File: config.mk
export PLATFORM = sky130hd
export DESIGN_NAME = selective_repeat_receiver
export DESIGN_NICKNAME = d
export VERILOG_FILES = /design/src/rtl/srr_pkg.sv /design/src/rtl/srr_ram.sv /design/src/rtl/srr_ctrl.sv /design/src/rtl/srr_datapath.sv /design/src/rtl/selective_repeat_receiver.sv
export SDC_FILE = /design/constraint.sdc
export NUM_CORES = 2
export LEC_CHECK = 0
export CAP_MARGIN = 20
export CORE_MARGIN = 8
export CORE_UTILIZATION = 50
export CTS_BUF_LIST = sky130_fd_sc_hd__clkbuf_16
export DETAILED_ROUTE_END_ITERATION = 12
export DONT_BUFFER_PORTS = 1
export SLEW_MARGIN = 20
export SYNTH_ARGS = -nofsm -noshare
export SYNTH_HDL_FRONTEND = slang
export SYNTH_SLANG_ARGS = --single-unit
File: constraint.sdc
create_clock -name clock -period 20.6 [get_ports clock]
set_input_delay 4.12 -clock clock [delete_from_list [all_inputs] [get_ports clock]]
set_output_delay 4.12 -clock clock [all_outputs]
set_load 0.01 [all_outputs]
File: src/rtl/srr_pkg.sv
// Package for the selective repeat receiver: field widths, word layouts,
// result kinds, controller states and the command and status structs.
// Depends on nothing; the controller, datapath, top level and testbench import it.
package srr_pkg;

   localparam int SEQ_W          = 4;
   localparam int ACK_W          = 5;
   localparam int CHK_W          = 32;
   localparam int LOW_W          = 64;
   localparam int MID_W          = 64;
   localparam int HIGH_W         = 32;
   localparam int PAY_W          = LOW_W + MID_W + HIGH_W;
   localparam int PAY_BYTES      = PAY_W / 8;
   localparam int GRP_BYTES      = 4;
   localparam int GRP_N          = PAY_BYTES / GRP_BYTES;
   localparam int GRP_W          = 10;
   localparam int SUM_W          = 14;
   localparam int ACK_CHECK_W    = 10;
   localparam int ACK_CHECK_BASE = 959;

   localparam int REQ_FIELDS_W   = SEQ_W + ACK_W + CHK_W + PAY_W;
   localparam int REQ_DATA_W     = ((REQ_FIELDS_W + 7) / 8) * 8;
   localparam int RSP_FIELDS_W   = SEQ_W + ACK_CHECK_W + PAY_W;
   localparam int RSP_DATA_W     = ((RSP_FIELDS_W + 7) / 8) * 8;

   localparam int SEQ_SPACE_DEF  = 12;
   localparam int WINDOW_DEF     = 6;

   localparam logic KIND_ACK     = 1'b0;
   localparam logic KIND_DELIVER = 1'b1;

   typedef enum logic [1:0] {
      IDLE_S,
      CHECK_S,
      ACK_S,
      DELIVER_S
   } state_type;

   typedef struct packed {
      logic load_pkt;
      logic commit;
      logic emit_ack;
      logic emit_dlv;
   } cmd_type;

   typedef struct packed {
      logic pkt_ok;
      logic out_free;
      logic head_empty;
      logic dlv_last;
   } status_type;

endpackage

File: src/rtl/srr_ram.sv
// Generic single write port, single read port RAM with registered read data.
// Used for the slot payload store; depends on nothing.
module srr_ram #(
   parameter int WIDTH = 8,
   parameter int DEPTH = 16
) (
   input  logic                       clock,
   input  logic                       wr_en,
   input  logic [$clog2(DEPTH)-1:0]   wr_addr,
   input  logic [WIDTH-1:0]           wr_data,
   input  logic [$clog2(DEPTH)-1:0]   rd_addr,
   output logic [WIDTH-1:0]           rd_data
);

   logic [WIDTH-1:0] mem_ff [DEPTH];
   logic [WIDTH-1:0] rd_data_ff;

   always_ff @(posedge clock) begin
      if (wr_en) begin
         mem_ff[wr_addr] <= wr_data;
      end
      rd_data_ff <= mem_ff[rd_addr];
   end

   assign rd_data = rd_data_ff;

endmodule

File: src/rtl/srr_ctrl.sv
// Controller of the selective repeat receiver: sequences load, check,
// acknowledgement and in-order delivery. Depends on srr_pkg.
module srr_ctrl (
   input  logic                clock,
   input  logic                reset,
   input  logic                req_tvalid,
   output logic                req_tready,
   input  srr_pkg::status_type sts,
   output srr_pkg::cmd_type    cmd
);
   import srr_pkg::*;

   state_type state_ff;
   state_type state_in;

   always_ff @(posedge clock) begin
      if (reset) begin
         state_ff <= IDLE_S;
      end else begin
         state_ff <= state_in;
      end
   end

   always_comb begin
      state_in = state_ff;
      case (state_ff)
         IDLE_S: begin
            if (req_tvalid) begin
               state_in = CHECK_S;
            end
         end
         CHECK_S: begin
            state_in = sts.pkt_ok ? ACK_S : IDLE_S;
         end
         ACK_S: begin
            if (sts.out_free) begin
               state_in = sts.head_empty ? IDLE_S : DELIVER_S;
            end
         end
         DELIVER_S: begin
            if (sts.out_free && sts.dlv_last) begin
               state_in = IDLE_S;
            end
         end
         default: begin
            state_in = IDLE_S;
         end
      endcase
   end

   always_comb begin
      req_tready   = 1'b0;
      cmd          = '0;
      case (state_ff)
         IDLE_S: begin
            req_tready   = !reset;
            cmd.load_pkt = req_tvalid && !reset;
         end
         CHECK_S: begin
            cmd.commit = sts.pkt_ok;
         end
         ACK_S: begin
            cmd.emit_ack = sts.out_free;
         end
         DELIVER_S: begin
            cmd.emit_dlv = sts.out_free;
         end
         default: begin
            cmd = '0;
         end
      endcase
   end

endmodule

File: src/rtl/srr_datapath.sv
// Datapath of the selective repeat receiver: packet register, checksum and
// window test, slot store with fill bits, and the result register.
// Depends on srr_pkg and srr_ram.
module srr_datapath #(
   parameter int SEQ_SPACE = srr_pkg::SEQ_SPACE_DEF,
   parameter int WINDOW    = srr_pkg::WINDOW_DEF
) (
   input  logic                            clock,
   input  logic                            reset,
   input  logic [srr_pkg::REQ_DATA_W-1:0]  req_tdata,
   input  srr_pkg::cmd_type                cmd,
   output srr_pkg::status_type             sts,
   output logic                            rsp_tvalid,
   input  logic                            rsp_tready,
   output logic [srr_pkg::RSP_DATA_W-1:0]  rsp_tdata,
   output logic                            rsp_tuser,
   output logic                            rsp_tlast
);
   import srr_pkg::*;

   localparam int IDX_W = $clog2(SEQ_SPACE);
   localparam int CNT_W = (WINDOW > 1) ? $clog2(WINDOW) : 1;
   localparam int DIF_W = SEQ_W + 1;

   logic [SEQ_W-1:0]        seq_ff;
   logic [ACK_W-1:0]        ack_ff;
   logic [CHK_W-1:0]        chk_ff;
   logic [PAY_W-1:0]        pay_ff;
   logic [GRP_W-1:0]        grp_ff [GRP_N];
   logic [GRP_W-1:0]        grp_in [GRP_N];
   logic [PAY_W-1:0]        req_pay;

   logic [IDX_W-1:0]        exp_ff;
   logic [IDX_W-1:0]        exp_in;
   logic [IDX_W-1:0]        exp_next;
   logic [SEQ_SPACE-1:0]    filled_ff;
   logic [SEQ_SPACE-1:0]    filled_in;
   logic [CNT_W-1:0]        cnt_ff;
   logic [CNT_W-1:0]        cnt_in;

   logic [SUM_W-1:0]        sum;
   logic                    sum_ok;
   logic                    range_ok;
   logic [DIF_W-1:0]        dif;
   logic                    win_ok;
   logic [IDX_W-1:0]        seq_idx;
   logic                    wr_en;
   logic [IDX_W-1:0]        rd_addr;
   logic [PAY_W-1:0]        rd_data;

   logic                    rsp_valid_ff;
   logic                    rsp_valid_in;
   logic                    rsp_kind_ff;
   logic                    rsp_last_ff;
   logic [SEQ_W-1:0]        rsp_num_ff;
   logic [ACK_CHECK_W-1:0]  rsp_chk_ff;
   logic [PAY_W-1:0]        rsp_pay_ff;

   assign req_pay = req_tdata[SEQ_W+ACK_W+CHK_W +: PAY_W];

   always_comb begin
      for (int g = 0; g < GRP_N; g++) begin
         grp_in[g] = '0;
         for (int b = 0; b < GRP_BYTES; b++) begin
            grp_in[g] = grp_in[g] + GRP_W'(req_pay[(g*GRP_BYTES+b)*8 +: 8]);
         end
      end
   end

   always_ff @(posedge clock) begin
      if (cmd.load_pkt) begin
         seq_ff <= req_tdata[0 +: SEQ_W];
         ack_ff <= req_tdata[SEQ_W +: ACK_W];
         chk_ff <= req_tdata[SEQ_W+ACK_W +: CHK_W];
         pay_ff <= req_pay;
         for (int g = 0; g < GRP_N; g++) begin
            grp_ff[g] <= grp_in[g];
         end
      end
   end

   always_comb begin
      sum = SUM_W'(seq_ff) + SUM_W'(signed'(ack_ff));
      for (int g = 0; g < GRP_N; g++) begin
         sum = sum + SUM_W'(grp_ff[g]);
      end
   end

   assign sum_ok   = (CHK_W'(signed'(sum)) == chk_ff);
   assign range_ok = (DIF_W'(seq_ff) < DIF_W'(SEQ_SPACE));
   assign seq_idx  = seq_ff[IDX_W-1:0];

   always_comb begin
      dif = DIF_W'(seq_ff) - DIF_W'(exp_ff);
      if (dif[DIF_W-1]) begin
         dif = dif + DIF_W'(SEQ_SPACE);
      end
   end

   assign win_ok     = (dif < DIF_W'(WINDOW));
   assign sts.pkt_ok = sum_ok && range_ok && win_ok;

   assign exp_next = (exp_ff == IDX_W'(SEQ_SPACE - 1)) ? '0 : exp_ff + 1'b1;
   assign wr_en    = cmd.commit && !filled_ff[seq_idx];
   assign rd_addr  = cmd.emit_dlv ? exp_next : exp_ff;

   srr_ram #(
      .WIDTH (PAY_W),
      .DEPTH (SEQ_SPACE)
   ) u_slots (
      .clock   (clock),
      .wr_en   (wr_en),
      .wr_addr (seq_idx),
      .wr_data (pay_ff),
      .rd_addr (rd_addr),
      .rd_data (rd_data)
   );

   always_comb begin
      filled_in = filled_ff;
      exp_in    = exp_ff;
      cnt_in    = cnt_ff;
      if (wr_en) begin
         filled_in[seq_idx] = 1'b1;
      end
      if (cmd.emit_ack) begin
         cnt_in = '0;
      end
      if (cmd.emit_dlv) begin
         filled_in[exp_ff] = 1'b0;
         exp_in            = exp_next;
         cnt_in            = cnt_ff + 1'b1;
      end
   end

   assign sts.head_empty = !filled_ff[exp_ff];
   assign sts.dlv_last   = (cnt_ff == CNT_W'(WINDOW - 1)) || !filled_ff[exp_next];
   assign sts.out_free   = !rsp_valid_ff || rsp_tready;

   always_comb begin
      rsp_valid_in = rsp_valid_ff;
      if (rsp_tready) begin
         rsp_valid_in = 1'b0;
      end
      if (cmd.emit_ack || cmd.emit_dlv) begin
         rsp_valid_in = 1'b1;
      end
   end

   always_ff @(posedge clock) begin
      if (reset) begin
         exp_ff       <= '0;
         filled_ff    <= '0;
         cnt_ff       <= '0;
         rsp_valid_ff <= 1'b0;
      end else begin
         exp_ff       <= exp_in;
         filled_ff    <= filled_in;
         cnt_ff       <= cnt_in;
         rsp_valid_ff <= rsp_valid_in;
      end
   end

   always_ff @(posedge clock) begin
      if (cmd.emit_ack) begin
         rsp_kind_ff <= KIND_ACK;
         rsp_last_ff <= sts.head_empty;
         rsp_num_ff  <= seq_ff;
         rsp_chk_ff  <= ACK_CHECK_W'(seq_ff) + ACK_CHECK_W'(ACK_CHECK_BASE);
         rsp_pay_ff  <= '0;
      end else if (cmd.emit_dlv) begin
         rsp_kind_ff <= KIND_DELIVER;
         rsp_last_ff <= sts.dlv_last;
         rsp_num_ff  <= '0;
         rsp_chk_ff  <= '0;
         rsp_pay_ff  <= rd_data;
      end
   end

   assign rsp_tvalid = rsp_valid_ff;
   assign rsp_tuser  = rsp_kind_ff;
   assign rsp_tlast  = rsp_last_ff;
   assign rsp_tdata  = RSP_DATA_W'({rsp_pay_ff, rsp_chk_ff, rsp_num_ff});

endmodule

File: src/rtl/selective_repeat_receiver.sv
// Top level of the selective repeat receiver: joins controller and datapath.
// Depends on srr_pkg, srr_ctrl, srr_datapath and srr_ram.
//
// The req_ channel takes one packet word: sequence number, ack field,
// checksum and 20 payload bytes. A packet with a bad checksum, a number at or
// above the sequence space or a number outside the receive window is dropped
// and gives no result word. A good packet is stored in its slot unless that
// slot already holds one, and is answered on the rsp_ channel by an
// acknowledgement word, followed by one delivery word for each stored packet
// in the run that starts at the expected number. rsp_tlast marks the final
// word of each packet; rsp_tuser gives the kind of word.
// Timing: a packet is loaded in IDLE_S and checked in CHECK_S, then the single
// result register issues one result word per cycle while rsp_tready stays high;
// no new packet is taken until the last one is dropped or its final result word
// is issued. A stalled rsp_tready holds the result register and the controller
// waits; no word is lost. Reset clears the expected number and all slot fill
// bits at once; req_tready is held low while reset is high, and a word can be
// accepted from the first cycle after.
module selective_repeat_receiver #(
   parameter int SEQ_SPACE = srr_pkg::SEQ_SPACE_DEF,
   parameter int WINDOW    = srr_pkg::WINDOW_DEF
) (
   input  logic                            clock,
   input  logic                            reset,
   input  logic                            req_tvalid,
   output logic                            req_tready,
   // seq_number, ack_number, check_value, payload_low, payload_mid,
   // payload_high, zero fill
   input  logic [srr_pkg::REQ_DATA_W-1:0]  req_tdata,
   output logic                            rsp_tvalid,
   input  logic                            rsp_tready,
   // acked_number, ack_check, out_low, out_mid, out_high, zero fill
   output logic [srr_pkg::RSP_DATA_W-1:0]  rsp_tdata,
   // result_kind
   output logic                            rsp_tuser,
   output logic                            rsp_tlast
);
   import srr_pkg::*;

   cmd_type    cmd;
   status_type sts;

   srr_ctrl u_ctrl (
      .clock      (clock),
      .reset      (reset),
      .req_tvalid (req_tvalid),
      .req_tready (req_tready),
      .sts        (sts),
      .cmd        (cmd)
   );

   srr_datapath #(
      .SEQ_SPACE (SEQ_SPACE),
      .WINDOW    (WINDOW)
   ) u_datapath (
      .clock      (clock),
      .reset      (reset),
      .req_tdata  (req_tdata),
      .cmd        (cmd),
      .sts        (sts),
      .rsp_tvalid (rsp_tvalid),
      .rsp_tready (rsp_tready),
      .rsp_tdata  (rsp_tdata),
      .rsp_tuser  (rsp_tuser),
      .rsp_tlast  (rsp_tlast)
   );

   a_busy_after_accept : assert property (@(posedge clock) disable iff (reset)
      (req_tvalid && req_tready) |=> !req_tready)
      else $error("packet accepted while the previous one is being checked");

   a_deliver_filled : assert property (@(posedge clock) disable iff (reset)
      cmd.emit_dlv |-> !sts.head_empty)
      else $error("delivery issued from an empty slot");

   a_commit_then_ack : assert property (@(posedge clock) disable iff (reset)
      cmd.commit |=> (!req_tready && !cmd.emit_dlv))
      else $error("stored packet not followed by its acknowledgement");

endmodule

==> summary.md <==
| Metric | Value |
|---|---|
| Sum Neg Setup Slack | 0 ns |
| Asr flop ratio synth | 0 |
| Overall Global Routing Usage | 0.226 |
| Global route total overflow | 0 |
| Vias per cell | 5.83 |
| Clk sink count | 2,527 |
| Placer Congestion | 0.819 |
| DRT iter0 DRCs | 3,920 |
| Internal power contribution | 8.96 mW |
| CP Class | reg2reg |
| Gate Count Post-Synth | 5,176 |
| CP Capture Point | u_datapath.u_slots.mem_ff[6][143]$_DFFE_PP_ |
| Net Sw Frac | 0.241 |
| Die area | 207,000 µm² |
| Slew Viols, Final | 0 |
| WL final | 240,000 µm |
| Reg-to-Reg Start | u_datapath.seq_ff[2]$_DFFE_PP_ |
| Fmax achieved | 108 MHz |
| Stages on the worst setup path | 18 |
| Nets | 5,709 |
| Die X | 455 µm |
| Critical Path Slowest Stage Cell | and4_4 |
| Final clock skew | 0.0628 ns |
| Post-synth EDFFs | 2,184 |
| RSZ-0062 raised after global routing | false |
| Main synth FF type | edfxtp_1 |
| Run status | complete, no violations |
| Syn_area_per_cell | 18.7 µm² |
| CTS Hold Bufs | 0 |
| DP Worst Slack | 11.32 ns |
| H-tree lvl count | 5 |
| CP cell instances | ha_1, o21ai_0, o21a_1, inv_1, fa_1, fa_1, fa_1, inv_1, ha_1, a21o_1, a31oi_2, a21oi_2, a21boi_0, nand4_1, nor4_2, and4_4, buf_4, buf_4 |
| Top-Level Pins | 392 |
| Hold WS | 0.438 ns |
| FP Rows | 161 |
| Post-layout util | 0.561 |
| Vias in the first global route | 48,260 |
| Seq pwr share | 0.495 |
| Synth cell types | 72 |
| Required time of the critical path | 21.11 ns |
| Maximum Capacitance Violations | 0 |
| Hold_sp | u_datapath.u_slots.rd_data[149]$_DFF_P_ |
| Worst VDD drop | 0.000112 V |
| Largest delay share family, worst path | adder cells |
| Combinational share of power | 0.111 |
| # fillers | 14,666 |
| Reg2reg end | u_datapath.u_slots.mem_ff[6][143]$_DFFE_PP_ |
| # Post-CTS Setup Buffers | 0 |
| CP endpoint kind | flop |
| TritonCTS Buffers | 278 |
| Clk pin slew, worst setup/hold paths | 0.05 ns |
| Final Hold Fails | 0 |
| Share of the synthesized area in the top cell type | 0.679 |
| Arr. time, crit path | 9.75 ns |
| Die height | 455 µm |
| Routed wire length per instance | 29.9 µm |
| Cell Area, Synth | 96,600 µm² |
| Core area | 192,000 µm² |
| Post-synthesis sequential area ratio | 0.750 |
| Largest net degree at the start of global routing | 151 |
| Max_slew headroom | 0.105 |
| Net Switching | 2.85 mW |
| CP max stage delay | 1.09 ns |
| Endpoints failing setup | 0 |
| Share of total power in the clock network | 0.394 |
| Initial antenna violation count | 34 |
| Cells on worst reg2reg path | 18 |
| First-pass GRT wire length | 345,000 µm |
| Worst Setup SP | u_datapath.seq_ff[2]$_DFFE_PP_ |
| Top cells by area, synth | edfxtp_1, mux4_2, dfxtp_1 |
| Worst path bufs/invs | 4 |
| Yosys top cell by area | edfxtp_1 |
| Most common cell on crit path | fa_1 |
| Starting Density | 0.502 |
| CTS tree | done |
| DRC | 0 |
| Synth warn | 0 |
| Clock latency on the worst-skew pair | 0.94 ns |
| Tcrit/Tclk final | 0.449 |
| Post_cts resized | 0 |
| Slew @ Worst Pin | 1.34 ns |
| Port Buffers | 0 |
| Final worst slack | 11.36 ns |
| Leakage | 37.9 nW |
| Hold Path Class | reg2reg |
| CTS Buffer Depth | 4 |
| Register bit count reported by yosys | 2,527 |
| Slack of the worst reg-to-reg path | 11.36 ns |
| Root buffer cell | clkbuf_16 |
| First-pass DRT Iterations | 5 |
| Layout cell share with drive strength beyond 1 | 0.174 |
| Via count | 46,858 |
| Post-DRT Antenna Nets | 0 |
| DP Wirelength | 132,000 µm |
| CP max FO | 50 |
| Final worst path period need | 9.24 ns |
| PwrDens | 109 nW/µm² |
| Area Growth Syn to Fin | 11.7% |
| Startpoint types | flop |
-- worst reg2reg max path, stage by stage, from the launching register on --
cell	delay, ns
edfxtp_1	0.85
ha_1	0.43
o21ai_0	0.19
o21a_1	0.30
inv_1	0.23
fa_1	0.56
fa_1	0.46
fa_1	0.50
inv_1	0.05
ha_1	0.35
a21o_1	0.23
a31oi_2	0.30
a21oi_2	0.14
a21boi_0	0.19
nand4_1	0.14
nor4_2	0.94
and4_4	1.09
buf_4	0.98
buf_4	0.92
-- state kept, by name (all words and copies together), names as in the netlist --
signal                      count
u_datapath.u_slots.mem_ff    1920
u_datapath.pay_ff             160
u_datapath.rsp_pay_ff         160
u_datapath.u_slots.rd_data    160
u_datapath.grp_ff              50
u_datapath.chk_ff              32
u_datapath.filled_ff           12
u_datapath.rsp_chk_ff           8
u_datapath.ack_ff               5
u_datapath.exp_ff               4
u_datapath.rsp_num_ff           4
u_datapath.seq_ff               4
u_datapath.cnt_ff               3
u_ctrl.state_ff                 2
u_datapath.rsp_tlast            1
u_datapath.rsp_tuser            1
u_datapath.rsp_tvalid           1
-- synthesized netlist by cell type, drive strengths merged (3+ instances only) --
| cell | count |
|---|---|
| o21bai | 10 |
| nor3 | 14 |
| nor2b | 13 |
| a21o | 36 |
| nor3b | 4 |
| o211ai | 3 |
| or2 | 5 |
| and4 | 14 |
| edfxtp | 2184 |
| nor2 | 35 |
| ha | 114 |
| xnor2 | 47 |
| and2 | 4 |
| a22oi | 162 |
| a21oi | 74 |
| xor2 | 32 |
| o21ai | 47 |
| buf | 147 |
| nor4 | 9 |
| nand3 | 184 |
| o21a | 3 |
| nand2b | 15 |
| a211oi | 5 |
| clkbuf | 88 |
| o2111ai | 3 |
| fa | 92 |
| nand2 | 677 |
| a211o | 6 |
| a31oi | 5 |
| a221oi | 3 |
| nand4 | 9 |
| and3 | 6 |
| a21boi | 7 |
| mux4 | 487 |
| dfxtp | 343 |
| mux2i | 9 |
| nand3b | 3 |
| inv | 256 |
-- stage by stage --
stage                     cell area [µm²]  power [mW]  std cells
after floorplan                     96600        6.89       5177
after global placement              99300        7.25       7536
after detailed placement            99300        7.26       7536
after CTS                          108000        11.9       8013
after global routing               108000        12.2       8024
final                              108000        11.8       8037
-- metal layers --
layer	track usage	wire length, µm	part of all wire
met5	0	84	0.00035
met4	0.0664	6270	0.026
met3	0.0491	15400	0.064
met2	0.386	122000	0.51
met1	0.295	96600	0.40
-- cell type report --
class / count / area (µm²) / share of cell area
sequential: 2527 / 72500 / 0.672
antenna: 23 / 57.6 / 0.000534
inverter: 256 / 968 / 0.00898
clock buffer: 288 / 7210 / 0.0668
tap: 2526 / 3160 / 0.0293
timing repair buffer: 69 / 663 / 0.00615
clock inverter: 189 / 1270 / 0.0118
multi-input combinational: 2159 / 22100 / 0.205
-- cell usage in the layout (no fill, tap or decap), types with 4 or more instances in the layout --
cell and count:
edfxtp_1 2184, nand2_1 676, mux4_2 487, dfxtp_1 342, inv_1 325, clkbuf_16 288
nand3_1 183, a22oi_1 162, ha_1 114, fa_1 92, a21oi_1 73, clkinv_1 58
buf_4 58, xnor2_1 47, o21ai_0 38, a21o_1 35, nor2_1 35, xor2_1 32
clkinv_2 28, diode_2 23, bufinv_16 17, nand2b_1 14, nor3_1 14, nor2b_1 13
and4_4 12, o21bai_1 10, buf_12 10, nand4_1 9, o21ai_2 9, mux2i_1 7
nor4_1 7, a211o_1 6, and3_1 6, a21boi_0 5, a211oi_1 5, clkinv_4 5
or2_2 4, nor3b_1 4
-- power by group through the flow --
| stage | combinational (mW) | clock, mW | sequential (mW) |
|---|---|---|---|
| after floorplan | 0.985 | 0 | 5.90 |
| final | 1.31 | 4.65 | 5.85 |
| after detailed placement | 1.30 | 0 | 5.96 |
| after global routing | 1.45 | 4.92 | 5.86 |
| after global placement | 1.30 | 0 | 5.95 |
| after CTS | 1.32 | 4.75 | 5.85 |
-- cell families after synthesis --
kind of cell,after synthesis,share of synthesized area
compound gates,378,0.0272
xor+xnor,79,0.00717
fa+ha+maj,206,0.0338
buf+inv,491,0.0222
flops,2527,0.750
mux,498,0.115
other cells,1,0.0000388
simple gates,996,0.0444
-- worst min path at each step --
stage	slack, ns	to	cells after the start
2_1_floorplan	0.42	u_datapath.rsp_pay_ff[146]$_SDFFE_PP0P_	2
3_3_place_gp	0.44	u_datapath.rsp_pay_ff[11]$_SDFFE_PP0P_	2
3_5_place_dp	0.44	u_datapath.rsp_pay_ff[149]$_SDFFE_PP0P_	2
4_1_cts	0.44	u_datapath.rsp_pay_ff[149]$_SDFFE_PP0P_	2
5_1_grt	0.46	u_datapath.rsp_pay_ff[149]$_SDFFE_PP0P_	2
6_report	0.44	u_datapath.rsp_pay_ff[149]$_SDFFE_PP0P_	2
No activity file was read; power rests on OpenSTA's default activity.
